===== src/hw/rtl/aiwd_pkg.sv =====
`default_nettype none
package aiwd_pkg;

   // Operation codes carried in req_tuser
   typedef logic [2:0] op_type;
   localparam op_type OP_TICK   = 3'd0;
   localparam op_type OP_REMOTE = 3'd1;
   localparam op_type OP_WRENCH = 3'd2;
   localparam op_type OP_OTHER  = 3'd3;
   localparam op_type OP_READY  = 3'd4;

   // Configuration register indexes
   typedef logic [1:0] csr_idx_type;
   localparam csr_idx_type CSR_TIMEOUT = 2'd0;
   localparam csr_idx_type CSR_FORCE   = 2'd1;
   localparam csr_idx_type CSR_TORQUE  = 2'd2;

   // Register reset values
   localparam logic [15:0] TIMEOUT_RST = 16'd50;
   localparam logic [14:0] FORCE_RST   = 15'd256;
   localparam logic [14:0] TORQUE_RST  = 15'd256;

   // Fixed topics of the remote and wrench frames
   localparam logic [2:0] TOPIC_REMOTE = 3'd0;
   localparam logic [2:0] TOPIC_WRENCH = 3'd3;

   // Watchdog counter codes
   localparam int          CNT_W     = 17;
   localparam logic [16:0] CNT_NEVER = 17'h1FFFF;
   localparam logic [16:0] CNT_MAX   = 17'h1FFFE;

   // Defaults of the top level parameters
   localparam int NUM_TOPICS_DEF = 8;
   localparam int STICK_BITS_DEF = 12;

   // Number of values in a remote or wrench frame
   localparam int NUM_VALS = 6;

   typedef logic signed [15:0] word_type;

   // Decoded event of one beat, shared by the watchdog bank and arming logic
   typedef struct packed {
      logic       fire;       // item leaves the input register this cycle
      logic       tick;
      logic       remote;
      logic       wrench;
      logic       heartbeat;  // any counted heartbeat
      logic [2:0] topic;      // topic of that heartbeat
   } evt_type;

endpackage
`default_nettype wire


===== src/hw/rtl/aiwd_watchdog.sv =====
`default_nettype none
module aiwd_watchdog
   import aiwd_pkg::*;
#(
   parameter int NUM_TOPICS = NUM_TOPICS_DEF
) (
   input  wire logic                  clock,
   input  wire logic                  reset,
   input  wire evt_type               evt,
   input  wire logic                  ready_flag,
   input  wire logic [15:0]           timeout_ticks,
   output logic      [NUM_TOPICS-1:0] present_next,
   output logic      [NUM_TOPICS-1:0] timed_out,
   output logic      [NUM_TOPICS-1:0] resumed
);

   logic [CNT_W-1:0]      cnt_ff [NUM_TOPICS];
   logic [CNT_W-1:0]      cnt_in [NUM_TOPICS];
   logic [NUM_TOPICS-1:0] present_ff;
   logic [CNT_W-1:0]      eff_to;
   logic                  adv;

   // Timeout below two acts as two
   assign eff_to = (timeout_ticks < 16'd2) ? 17'd2 : {1'b0, timeout_ticks};
   assign adv    = evt.fire && evt.tick && ready_flag;

   // One counter per topic, all updated in parallel
   for (genvar i = 0; i < NUM_TOPICS; i++) begin : g_topic
      logic             hit;
      logic [CNT_W-1:0] inc;

      assign hit = evt.fire && evt.heartbeat && (5'(evt.topic) == 5'(i));
      assign inc = (cnt_ff[i] < CNT_MAX) ? cnt_ff[i] + 17'd1 : cnt_ff[i];

      always_comb begin
         cnt_in[i]       = cnt_ff[i];
         present_next[i] = present_ff[i];
         timed_out[i]    = 1'b0;
         resumed[i]      = 1'b0;
         if (hit) begin
            cnt_in[i]       = '0;
            present_next[i] = 1'b1;
            resumed[i]      = (cnt_ff[i] != CNT_NEVER) && (cnt_ff[i] > eff_to);
         end else if (adv && (cnt_ff[i] != CNT_NEVER)) begin
            cnt_in[i] = inc;
            if (inc == eff_to) begin
               present_next[i] = 1'b0;
               timed_out[i]    = 1'b1;
            end
         end
      end

      always_ff @(posedge clock) begin
         if (reset) begin
            cnt_ff[i] <= CNT_NEVER;
         end else begin
            cnt_ff[i] <= cnt_in[i];
         end
      end
   end

   always_ff @(posedge clock) begin
      if (reset) begin
         present_ff <= '0;
      end else begin
         present_ff <= present_next;
      end
   end

endmodule
`default_nettype wire


===== src/hw/rtl/aiwd_arming.sv =====
`default_nettype none
module aiwd_arming
   import aiwd_pkg::*;
#(
   parameter int STICK_BITS = STICK_BITS_DEF
) (
   input  wire logic        clock,
   input  wire logic        reset,
   input  wire evt_type     evt,
   input  wire logic        ready_flag,
   input  wire logic [11:0] arm_level,
   input  wire word_type    vals [NUM_VALS],
   input  wire logic [14:0] force_limit,
   input  wire logic [14:0] torque_limit,
   output logic             armed_next,
   output logic             reject_next
);

   // Full scale and the stick thresholds scaled by 20
   localparam logic [17:0]        FS    = 18'((1 << STICK_BITS) - 1);
   localparam logic signed [23:0] C_LO  = 24'(9 * ((1 << STICK_BITS) - 1));
   localparam logic signed [23:0] C_HI  = 24'(11 * ((1 << STICK_BITS) - 1));
   localparam logic signed [23:0] C_THR = 24'((1 << STICK_BITS) - 1);

   word_type wrench_ff [NUM_VALS];
   logic     armed_ff;
   logic     reject_ff;

   logic [NUM_VALS-1:0] stick_pass;
   logic [NUM_VALS-1:0] wr_pass;
   logic                switch_hi;

   // Stick checks: 20 v compared against 9, 11 or 1 times full scale
   for (genvar i = 0; i < NUM_VALS; i++) begin : g_val
      logic signed [23:0] ext;
      logic signed [23:0] x20;
      logic signed [16:0] wext;
      logic        [14:0] lim;

      assign ext = {{8{vals[i][15]}}, vals[i]};
      assign x20 = (ext <<< 4) + (ext <<< 2);

      if (i == 2) begin : g_thr
         assign stick_pass[i] = x20 < C_THR;
      end else begin : g_ctr
         assign stick_pass[i] = (x20 > C_LO) && (x20 < C_HI);
      end

      // Wrench checks on the stored setpoint; force z is compared signed
      assign wext = {wrench_ff[i][15], wrench_ff[i]};
      assign lim  = (i < 3) ? force_limit : torque_limit;

      if (i == 2) begin : g_fz
         assign wr_pass[i] = wext < $signed({2'b00, lim});
      end else begin : g_abs
         logic signed [16:0] mag;

         assign mag        = wext[16] ? -wext : wext;
         assign wr_pass[i] = $unsigned(mag) < {2'b00, lim};
      end
   end

   assign switch_hi = {5'b0, arm_level, 1'b0} > FS;

   // Arm, reject or disarm on remote frames
   always_comb begin
      armed_next  = armed_ff;
      reject_next = reject_ff;
      if (evt.fire && evt.remote) begin
         if (!ready_flag) begin
            armed_next = 1'b0;
         end else if (switch_hi) begin
            if (!armed_ff && !reject_ff) begin
               if ((&stick_pass) && (&wr_pass)) begin
                  armed_next = 1'b1;
               end else begin
                  reject_next = 1'b1;
               end
            end
         end else begin
            armed_next  = 1'b0;
            reject_next = 1'b0;
         end
      end
   end

   always_ff @(posedge clock) begin
      if (reset) begin
         armed_ff  <= 1'b0;
         reject_ff <= 1'b0;
      end else begin
         armed_ff  <= armed_next;
         reject_ff <= reject_next;
      end
   end

   // Wrench setpoint store
   always_ff @(posedge clock) begin
      if (reset) begin
         for (int i = 0; i < NUM_VALS; i++) begin
            wrench_ff[i] <= '0;
         end
      end else if (evt.fire && evt.wrench) begin
         for (int i = 0; i < NUM_VALS; i++) begin
            wrench_ff[i] <= vals[i];
         end
      end
   end

endmodule
`default_nettype wire


===== src/hw/rtl/arming_interlock_with_link_watchdogs.sv =====
// Arming interlock with link watchdogs.
// Input beats (req_*) carry one event: the operation code in req_tuser
// (tick, remote frame, wrench frame, other heartbeat, declare ready) and
// the frame payload in req_tdata. Each beat produces exactly one result
// beat (rsp_*) with the present flags, arming state, ready state and the
// per-topic timeout / resumption strobes of that event.
// Registers (timeout, force limit, torque limit) are written on the csr_*
// channel, which is always ready; write them only while the block is idle.
// A beat accepted into the input register has its result loaded into the
// output register once that register is free, and rsp_tvalid then rises.
// Throughput is one beat per cycle while the receiver takes results: all
// watchdog counters and the arming checks are evaluated in one pass between
// the input and output registers.
// When the receiver stalls, the result holds in the output register, and one
// more beat can still be taken into the input register; req_tready then drops.
// Synchronous reset clears the counters to never seen, the present bits,
// armed, reject and ready flags, the stored wrench and loads register defaults.
`default_nettype none
module arming_interlock_with_link_watchdogs
   import aiwd_pkg::*;
#(
   parameter int NUM_TOPICS = NUM_TOPICS_DEF,
   parameter int STICK_BITS = STICK_BITS_DEF
) (
   input  wire logic         clock,
   input  wire logic         reset,
   // req_tdata, lowest bit up: topic_id[3], hw_fault[1], arm_level[12],
   // val_x_or_force_x, val_y_or_force_y, val_z_or_force_z,
   // val_yaw_or_torque_x, val_pitch_or_torque_y, val_roll_or_torque_z [16 each]
   input  wire logic         req_tvalid,
   output logic              req_tready,
   input  wire logic [111:0] req_tdata,
   input  wire logic [2:0]   req_tuser,   // operation[3]
   // rsp_tdata, lowest bit up: present_flags[8], armed_state[1],
   // arm_rejected[1], ready_state[1], timed_out_now[8], resumed_now[8], zeros[5]
   output logic              rsp_tvalid,
   input  wire logic         rsp_tready,
   output logic [31:0]       rsp_tdata,
   input  wire logic         csr_valid,
   output logic              csr_ready,
   input  wire logic [1:0]   csr_index,
   input  wire logic [15:0]  csr_data
);

   // Input register
   logic        in_valid_ff;
   op_type      op_ff;
   logic [2:0]  topic_ff;
   logic        fault_ff;
   logic [11:0] level_ff;
   word_type    vals_ff [NUM_VALS];

   // Output register
   logic        out_valid_ff;
   logic [26:0] out_ff;
   logic [26:0] out_in;

   // Configuration and ready flag
   logic [15:0] timeout_ff;
   logic [14:0] force_ff;
   logic [14:0] torque_ff;
   logic        ready_ff;
   logic        ready_in;

   logic        advance;
   evt_type     evt;

   logic [NUM_TOPICS-1:0] present_next;
   logic [NUM_TOPICS-1:0] timed_out;
   logic [NUM_TOPICS-1:0] resumed;
   logic [7:0]            present8;
   logic [7:0]            timed8;
   logic [7:0]            resumed8;
   logic                  armed_next;
   logic                  reject_next;

   // Handshake: the input stage moves on when the output register is free
   assign advance    = in_valid_ff && (!out_valid_ff || rsp_tready);
   assign req_tready = !in_valid_ff || advance;
   assign rsp_tvalid = out_valid_ff;
   assign rsp_tdata  = {5'b0, out_ff};
   assign csr_ready  = 1'b1;

   always_ff @(posedge clock) begin
      if (reset) begin
         in_valid_ff <= 1'b0;
      end else if (req_tready) begin
         in_valid_ff <= req_tvalid;
      end
   end

   always_ff @(posedge clock) begin
      if (req_tvalid && req_tready) begin
         op_ff    <= req_tuser;
         topic_ff <= req_tdata[2:0];
         fault_ff <= req_tdata[3];
         level_ff <= req_tdata[15:4];
         for (int i = 0; i < NUM_VALS; i++) begin
            vals_ff[i] <= req_tdata[16 + 16*i +: 16];
         end
      end
   end

   // Operation decode
   always_comb begin
      evt           = '0;
      evt.fire      = advance;
      evt.topic     = topic_ff;
      ready_in      = ready_ff;
      unique case (op_ff)
         OP_TICK: begin
            evt.tick = 1'b1;
         end
         OP_REMOTE: begin
            evt.remote    = 1'b1;
            evt.heartbeat = 1'b1;
            evt.topic     = TOPIC_REMOTE;
         end
         OP_WRENCH: begin
            evt.wrench    = 1'b1;
            evt.heartbeat = 1'b1;
            evt.topic     = TOPIC_WRENCH;
         end
         OP_OTHER: begin
            evt.heartbeat = !fault_ff;
         end
         OP_READY: begin
            ready_in = ready_ff || advance;
         end
         default: begin
         end
      endcase
   end

   aiwd_watchdog #(
      .NUM_TOPICS (NUM_TOPICS)
   ) u_watchdog (
      .clock         (clock),
      .reset         (reset),
      .evt           (evt),
      .ready_flag    (ready_ff),
      .timeout_ticks (timeout_ff),
      .present_next  (present_next),
      .timed_out     (timed_out),
      .resumed       (resumed)
   );

   aiwd_arming #(
      .STICK_BITS (STICK_BITS)
   ) u_arming (
      .clock        (clock),
      .reset        (reset),
      .evt          (evt),
      .ready_flag   (ready_ff),
      .arm_level    (level_ff),
      .vals         (vals_ff),
      .force_limit  (force_ff),
      .torque_limit (torque_ff),
      .armed_next   (armed_next),
      .reject_next  (reject_next)
   );

   // Map the topic vectors onto the 8-bit result fields
   for (genvar b = 0; b < 8; b++) begin : g_out
      if (b < NUM_TOPICS) begin : g_have
         assign present8[b] = present_next[b];
         assign timed8[b]   = timed_out[b];
         assign resumed8[b] = resumed[b];
      end else begin : g_none
         assign present8[b] = 1'b0;
         assign timed8[b]   = 1'b0;
         assign resumed8[b] = 1'b0;
      end
   end

   assign out_in = {resumed8, timed8, ready_in, reject_next, armed_next, present8};

   always_ff @(posedge clock) begin
      if (reset) begin
         out_valid_ff <= 1'b0;
         ready_ff     <= 1'b0;
      end else begin
         ready_ff <= ready_in;
         if (advance) begin
            out_valid_ff <= 1'b1;
         end else if (rsp_tready) begin
            out_valid_ff <= 1'b0;
         end
      end
   end

   always_ff @(posedge clock) begin
      if (advance) begin
         out_ff <= out_in;
      end
   end

   // Configuration writes
   always_ff @(posedge clock) begin
      if (reset) begin
         timeout_ff <= TIMEOUT_RST;
         force_ff   <= FORCE_RST;
         torque_ff  <= TORQUE_RST;
      end else if (csr_valid && csr_ready) begin
         unique case (csr_index)
            CSR_TIMEOUT: timeout_ff <= csr_data;
            CSR_FORCE:   force_ff   <= csr_data[14:0];
            CSR_TORQUE:  torque_ff  <= csr_data[14:0];
            default: begin
            end
         endcase
      end
   end

   // Armed and rejected are never reported together
   a_arm_excl: assert property (@(posedge clock) disable iff (reset)
      out_valid_ff |-> !(out_ff[8] && out_ff[9]))
      else $error("armed and rejected both set");

   // Armed implies the supervisor was declared ready
   a_arm_ready: assert property (@(posedge clock) disable iff (reset)
      out_valid_ff && out_ff[8] |-> out_ff[10])
      else $error("armed while not ready");

   // A result never reports a timeout and a resumption at once
   a_strobe_excl: assert property (@(posedge clock) disable iff (reset)
      out_valid_ff |-> (out_ff[18:11] == 8'd0) || (out_ff[26:19] == 8'd0))
      else $error("timeout and resume in one result");

   // Ready is sticky until reset
   a_ready_sticky: assert property (@(posedge clock) disable iff (reset)
      $past(ready_ff) && !$past(reset) |-> ready_ff)
      else $error("ready flag dropped");

endmodule
`default_nettype wire

===== config.mk =====
export PLATFORM = sky130hd
export DESIGN_NAME = arming_interlock_with_link_watchdogs
export DESIGN_NICKNAME = d
export VERILOG_FILES = /design/src/hw/rtl/aiwd_pkg.sv /design/src/hw/rtl/aiwd_watchdog.sv /design/src/hw/rtl/aiwd_arming.sv /design/src/hw/rtl/arming_interlock_with_link_watchdogs.sv
export SDC_FILE = /design/constraint.sdc
export NUM_CORES = 1
export LEC_CHECK = 0
export ABC_CLOCK_PERIOD_IN_PS = 10500
export BUFFER_PORTS_ARGS = -buffer_cell sky130_fd_sc_hd__buf_2
export CAP_MARGIN = 20
export CORE_AREA = 2 2 229 231
export DETAILED_ROUTE_END_ITERATION = 8
export DIE_AREA = 0 0 231 233
export PLACE_DENSITY = 0.78
export SYNTH_ARGS = -nofsm -noshare
export SYNTH_HDL_FRONTEND = slang
export SYNTH_SLANG_ARGS = --single-unit

===== constraint.sdc =====
create_clock -name clock -period 10.5 [get_ports clock]
set_input_delay 1.575 -clock clock [delete_from_list [all_inputs] [get_ports clock]]
set_output_delay 1.575 -clock clock [all_outputs]
set_load 0.02 [all_outputs]

==> out/metrics.cfg, run 1 <==
[worst_setup_path]
path_class = register to register
end_kind = register
worst_ep_required_time_ns = 11.06
reg2reg_depth = 15
crit_fanout = 4
startpoint_type = register
crit_arrival_ns = 5.45

[run_status]
status = finished, final reports clean

[synth]
synth-edff-count = 227
synthAdderAreaFrac = 0.1354
synthSimpleGateAreaFrac = 0.2072
synth_area_mm2 = 0.03049
synthArstFlopShare = 0
ys_seq_area_frac = 0.3516
synth.area.top_cells = edfxtp_1 (22%), ha_1 (13%), dfxtp_1 (13%)
synth_flop_cell = edfxtp_1
syn_inst = 3379
synthMuxAreaShare = 0.002380
synth_compound_area_frac = 0.1785
synth_cell_type_count = 93
ys_ff_latch = 422
synth_top_family_by_area = simple AND/OR/NAND/NOR gates
yosysTopAreaCellShare = 0.2236
yosys_warnings = 0
synth_area_per_cell_um2 = 9.023
synthXorXnorAreaFrac = 0.09423
yosysTopAreaCell = edfxtp_1

[floorplanning]
die_x_um = 231
placementRows = 83
core_area_mm2 = 0.05109
fp.dieH_um = 233
num_io_pins = 173
dieArea_mm2 = 0.05382
start_util = 0.5967

[power_and_ir_drop]
power_leakage_nw = 12.97
finalPower_mw = 4.535
power.density_mw_per_mm2 = 135.1
ir_worst_vdd_mv = 0.1664

[sta]
fmax_ghz = 0.2043
slew_viol_final = 0
finalSetupTns_ns = 0
setup_violations = 0
rsz0062_at_grt = false
tightestPinTransition_ns = 0.9938
finalCritPeriodShare = 0.4661
finalHoldViolCount = 0
clock_skew_ns = 0.01293
fin_hold_ws_ns = 0.4597
finalCriticalPeriod_ns = 4.894
slew_headroom = 0.3360

[worst_hold_path]
hold_depth = 2
hold_path.class = register to register

[grt]
antenna_found_initial = 1
track_usage = 0.3325
grt_pass1_wl_um = 140900
grt_overflow = 0
grt_pass1_vias = 26030
grt_start_max_net_pins = 97

[final_layout]
nFillCells = 4195
stdcell_count = 4204
fin_area_mm2 = 0.03357
area_growth_pct = 10.12
drive_gt1_frac = 0.08941
nets = 3946

[clock_network]
cts.sinks = 422
cts_buffer_depth = 3
cts_setup_buffers = 0
clk_pin_slew_worst_paths_ns = 0.06
h-tree-depth = 2
clkLatencyLatePin_ns = 0.62
clock-root-buffer = clkbuf_16
cts.repair.resized = 0
cts.hold.buffers_added = 0
cts_tree = done
numCtsBuffers = 50

[drt]
firstDrtPassIters = 6
avgRoutedWirePerCell_um = 21.71
avgViaCountPerCell = 6.501
ant_nets = 0
vias = 27330
drc = 0
drt_iter0_markers = 2655
wirelength_um = 91260

[placement]
gp_congestion = 0.9960
numPortBuffers = 155
place_area_mm2 = 0.03183
dp.cells = 4109
dp_hpwl_um = 66140

[flow_run]
cap_violations = 0

## stage by stage
step                      utilization  setup slack (ns)
after floorplan                     -             5.707
after global placement         0.6227             5.383
after detailed placement       0.6229             5.584
after CTS                      0.6570             5.722
after global routing           0.6571             5.251
final                          0.6571             5.606
## sequential cells by signal, indices dropped and copies added, names as in the netlist, 3 cells and up
name                   cells
u_arming.wrench_ff        96
u_watchdog.cnt_ff        136
u_watchdog.present_ff      8
force_ff                  15
vals_ff                   96
op_ff                      3
topic_ff                   3
timeout_ff                16
out_ff                    27
torque_ff                 15
## layer usage
metal,GRT usage,vias to the layer above,wire [um]
li1,-,12800,-
met1,0.4007,12960,35410
met2,0.5658,1263,43660
met3,0.04608,313,6514
met4,0.1996,0,5675
met5,0,-,0
## layout make-up
cell class | instances | area (um^2) | share of cell area
Inverter | 103 | 386.6 | 0.01152
Timing Repair Buffer | 181 | 973.4 | 0.02899
Sequential cell | 422 | 10720 | 0.3193
Antenna cell | 1 | 2.502 | 0.00007454
Clock buffer | 55 | 1280 | 0.03812
Multi-Input combinational cell | 2723 | 18890 | 0.5628
Tap cell | 680 | 850.8 | 0.02534
Clock inverter | 39 | 465.4 | 0.01386
## critical path: stages (launching register included)
cell       delay (ns)
edfxtp_1         0.43
nor4_1           0.61
nand3_1          0.28
o31ai_1          0.31
xnor2_1          0.15
ha_1             0.27
a21oi_1          0.12
o21ai_0          0.14
a2111oi_0        0.40
a21oi_1          0.22
a311oi_1         0.38
nor4b_1          0.28
nand4_1          0.14
nor4_2           0.69
a32o_2           0.30
and2_1           0.12
## power by group
part / total (mW) / switching (mW) / internal [mW] / leakage (nW)
registers: 1.86 / 0.0603 / 1.80 / 3.86
logic: 0.838 / 0.504 / 0.334 / 8.27
clock network: 1.84 / 0.750 / 1.09 / 0.837
total: 4.53 / 1.31 / 3.22 / 13.0
## cell families (layout without fill, tap and decap cells)
logic type	count (synthesis)	count (layout)
XOR/XNOR	326	326
buffers and inverters	238	378
other	2	7
adder cells (fa/ha/maj)	327	327
multiplexers	7	7
AO/OA/AOI/OAI	819	819
AND/OR/NAND/NOR	1238	1238
flip-flops	422	422
## placed cells by master (no fill, tap or decap), types with 102 or more instances in the layout
cell,count
a21oi_1,199
and2_1,123
buf_2,154
dfxtp_1,195
edfxtp_1,227
ha_1,322
inv_1,102
nand2_1,352
nand3_1,104
nor2_1,221
o21ai_0,207
xnor2_1,248
## path summary, 6_finish.rpt
path,from,to,slack [ns]
max,u_arming.wrench_ff[1][4],u_arming.armed_ff,5.61
min,torque_ff[3],torque_ff[3],0.46
max reg2reg,u_arming.wrench_ff[1][4],u_arming.armed_ff,5.61
min reg2reg,torque_ff[3],torque_ff[3],0.46
## Yosys cell counts, drive strengths merged, types with 29 or more instances
| master | count |
|---|---|
| nand4 | 83 |
| clkbuf | 106 |
| nand2 | 353 |
| o211ai | 31 |
| and2 | 125 |
| o311ai | 46 |
| dfxtp | 195 |
| o21a | 61 |
| and3 | 52 |
| a21oi | 199 |
| xnor2 | 248 |
| a221o | 49 |
| nor4 | 52 |
| a21o | 35 |
| nor2 | 223 |
| nand3 | 104 |
| o21ai | 208 |
| ha | 322 |
| nor2b | 33 |
| buf | 29 |
| nor3 | 71 |
| edfxtp | 227 |
| xor2 | 77 |
| inv | 102 |
(Power assumes the default switching activity.)
==> inputs of run 2 (changes only) <==
ABC_CLOCK_PERIOD_IN_PS = 4500   (was 10500)
CORE_AREA = 2 2 235 237   (was 2 2 229 231)
DIE_AREA = 0 0 237 239   (was 0 0 231 233)
clock period = 4.5 ns   (was 10.5 ns; I/O delays follow)
==> run 2 against run 1 <==
Net effect:
- cell count grew 0.74%
- first-iteration DRC count shrank 11%
- sequential share of layout area shrank 0.069 points
- critical path depth is the same
- sequential cell count is the same
- combinational power grew 130%
- cell area grew 0.22%
- wire length shrank 5.5%
- worst hold slack lost 0.21 ns
- die area grew 5.2%
- fmax grew 12%
- critical path type unchanged
- critical endpoint is now u_arming.reject_ff
- largest cell class unchanged
- largest power group unchanged
- highest routed layer is now met5
==> out/metrics.cfg, run 2 (same netlist as run 1, synthesis figures left out) <==
[final_layout]
seqCellArea_mm2 = 0.01072
fin_area_mm2 = 0.03365
drive_gt1_frac = 0.09294
largest_reg_flops = 136
multi_input_area_mm2 = 0.01893
fin_util = 0.6192
layout_commonest_cell = nand2_1
area_growth_pct = 10.36
largestRegisters = u_watchdog.cnt_ff x136, u_arming.wrench_ff x96, vals_ff x96
most-common-layout-cells = nand2_1 (352), ha_1 (322), xnor2_1 (248), edfxtp_1 (227), nor2_1 (221)
nFillCells = 4621
nets = 3957
largest-register = u_watchdog.cnt_ff

[clock_network]
clkLatencyLatePin_ns = 0.60
cts_buffer_depth = 3
numCtsBuffers = 48
cts.sinks = 422
clk_pin_slew_worst_paths_ns = 0.06
cts.hold.buffers_added = 0
h-tree-depth = 2
clock-root-buffer = clkbuf_16
cts_tree = done

[drt]
ant_nets = 0
drt_iter0_markers = 2353
firstDrtPassIters = 5
vias = 26740
drc = 0
wirelength_um = 86250
avgRoutedWirePerCell_um = 20.36
avgViaCountPerCell = 6.314

[grt]
track_usage = 0.2960
gr-usage-met3 = 0.04226
antenna_found_initial = 3
met2_usage = 0.4838
grt_busiest_layer = met2
met1_usage = 0.3831
grt_overflow = 0
grt_start_max_net_pins = 97
grt_pass1_vias = 24580
grt_pass1_wl_um = 133000

[floorplanning]
dieArea_mm2 = 0.05664
num_io_pins = 173
die_x_um = 237
core_area_mm2 = 0.05434
fp.dieH_um = 239
placementRows = 86
start_util = 0.5611

[worst_setup_path]
crit_chain = or4_1, or2_2, or4_1, o21ai_1, xnor2_1, ha_1, nand4_1, a311o_1, o311ai_0, nor4_1, nand4_1, nor4_2, buf_4, a21oi_1, and2_1
end_kind = register
critPathSlowestCell = or4_1
crit_arrival_ns = 4.84
startpoint_type = register
max_stage_delay_ns = 0.55
worst_ep_required_time_ns = 4.98
crit_fanout = 4
path_class = register to register

[sta]
fmax_ghz = 0.2296
finalSetupTns_ns = 0
rsz0062_at_grt = false
finalHoldViolCount = 0
clock_skew_ns = 0.01938
tightestPinTransition_ns = 1.088
slew_headroom = 0.2733
slew_viol_final = 0
finalCriticalPeriod_ns = 4.355
finalCritPeriodShare = 0.9678
setup_violations = 0

[power_and_ir_drop]
power.density_mw_per_mm2 = 306.8
power_leakage_nw = 12.99
ir_worst_vdd_mv = 0.3350

[placement]
dp_hpwl_um = 62120
place_area_mm2 = 0.03197
numPortBuffers = 155
gp_congestion = 0.9810

[flow_run]
cap_violations = 0

[run_status]
status = finished, final reports clean

[worst_hold_path]
hold_path.class = input pin to register

-- run 2: cell count changes in the layout (fill, tap and decap cells not counted), sizes merged --
cell      previous run  this run
bufinv               8         4
clkinv              21        12
clkinvlp             7         6
buf                181       194
clkbuf              55        62
diode                1         2
-- run 2: report_power, final --
part	internal (mW)	switching (mW)
Combinational	0.782	1.15
Clock	2.38	1.67
Sequential	4.20	0.136
-- run 2: what timing repair did --
action / 4_1_cts / 5_1_grt
setup buffers: 0 / 0
setup endpoints to repair: 0 / 4
resized for setup: 0 / 7
-- run 2: final timing paths --
path / startpoint / end / slack [ns] / cells after the start
setup / recovery: u_arming.wrench_ff[5][8] / u_arming.reject_ff / 0.14 / 15
hold / removal: req_tuser[0] / op_ff[0] / 0.25 / 1
setup reg to reg: u_arming.wrench_ff[5][8] / u_arming.reject_ff / 0.14 / 15
hold reg to reg: force_ff[7] / force_ff[7] / 0.45 / 2
-- run 2: layout make-up --
type,instances,share of cell area
multi-input cells,2723,0.5626
flip-flops and latches,422,0.3186
clock buffers,62,0.04068
repair buffers,194,0.03280
well taps,704,0.02618
inverters,103,0.01149
clock inverters,25,0.007512
diodes,2,0.0001487
-- run 2: layer usage --
| layer | vias to the layer above | part of all wire |
|---|---|---|
| li1 | 12810 | - |
| met1 | 12480 | 0.41 |
| met2 | 1159 | 0.46 |
| met3 | 292 | 0.074 |
| met4 | 2 | 0.057 |
| met5 | - | 0.00015 |
-- run 2: stage by stage --
step	hold slack, ns	power, mW	instances	setup WS (ns)
floorplan	0.4325	5.761	3383	0.6071
global placement	0.4410	6.266	4145	0.1830
detailed placement	0.4467	6.294	4145	0.1593
CTS	0.2285	10.33	4232	0.1295
global route	0.2309	10.72	4235	0.04622
finish	0.2455	10.32	4235	0.1448
-- run 2: critical path, delay by kind of cell (launching register included) --
family,cells,cell delay [ns]
AO/OA/AOI/OAI,4,0.74
adder cells (fa/ha/maj),1,0.30
buffers and inverters,1,0.20
XOR/XNOR,1,0.15
AND/OR/NAND/NOR,8,2.43
flip-flops,1,0.43
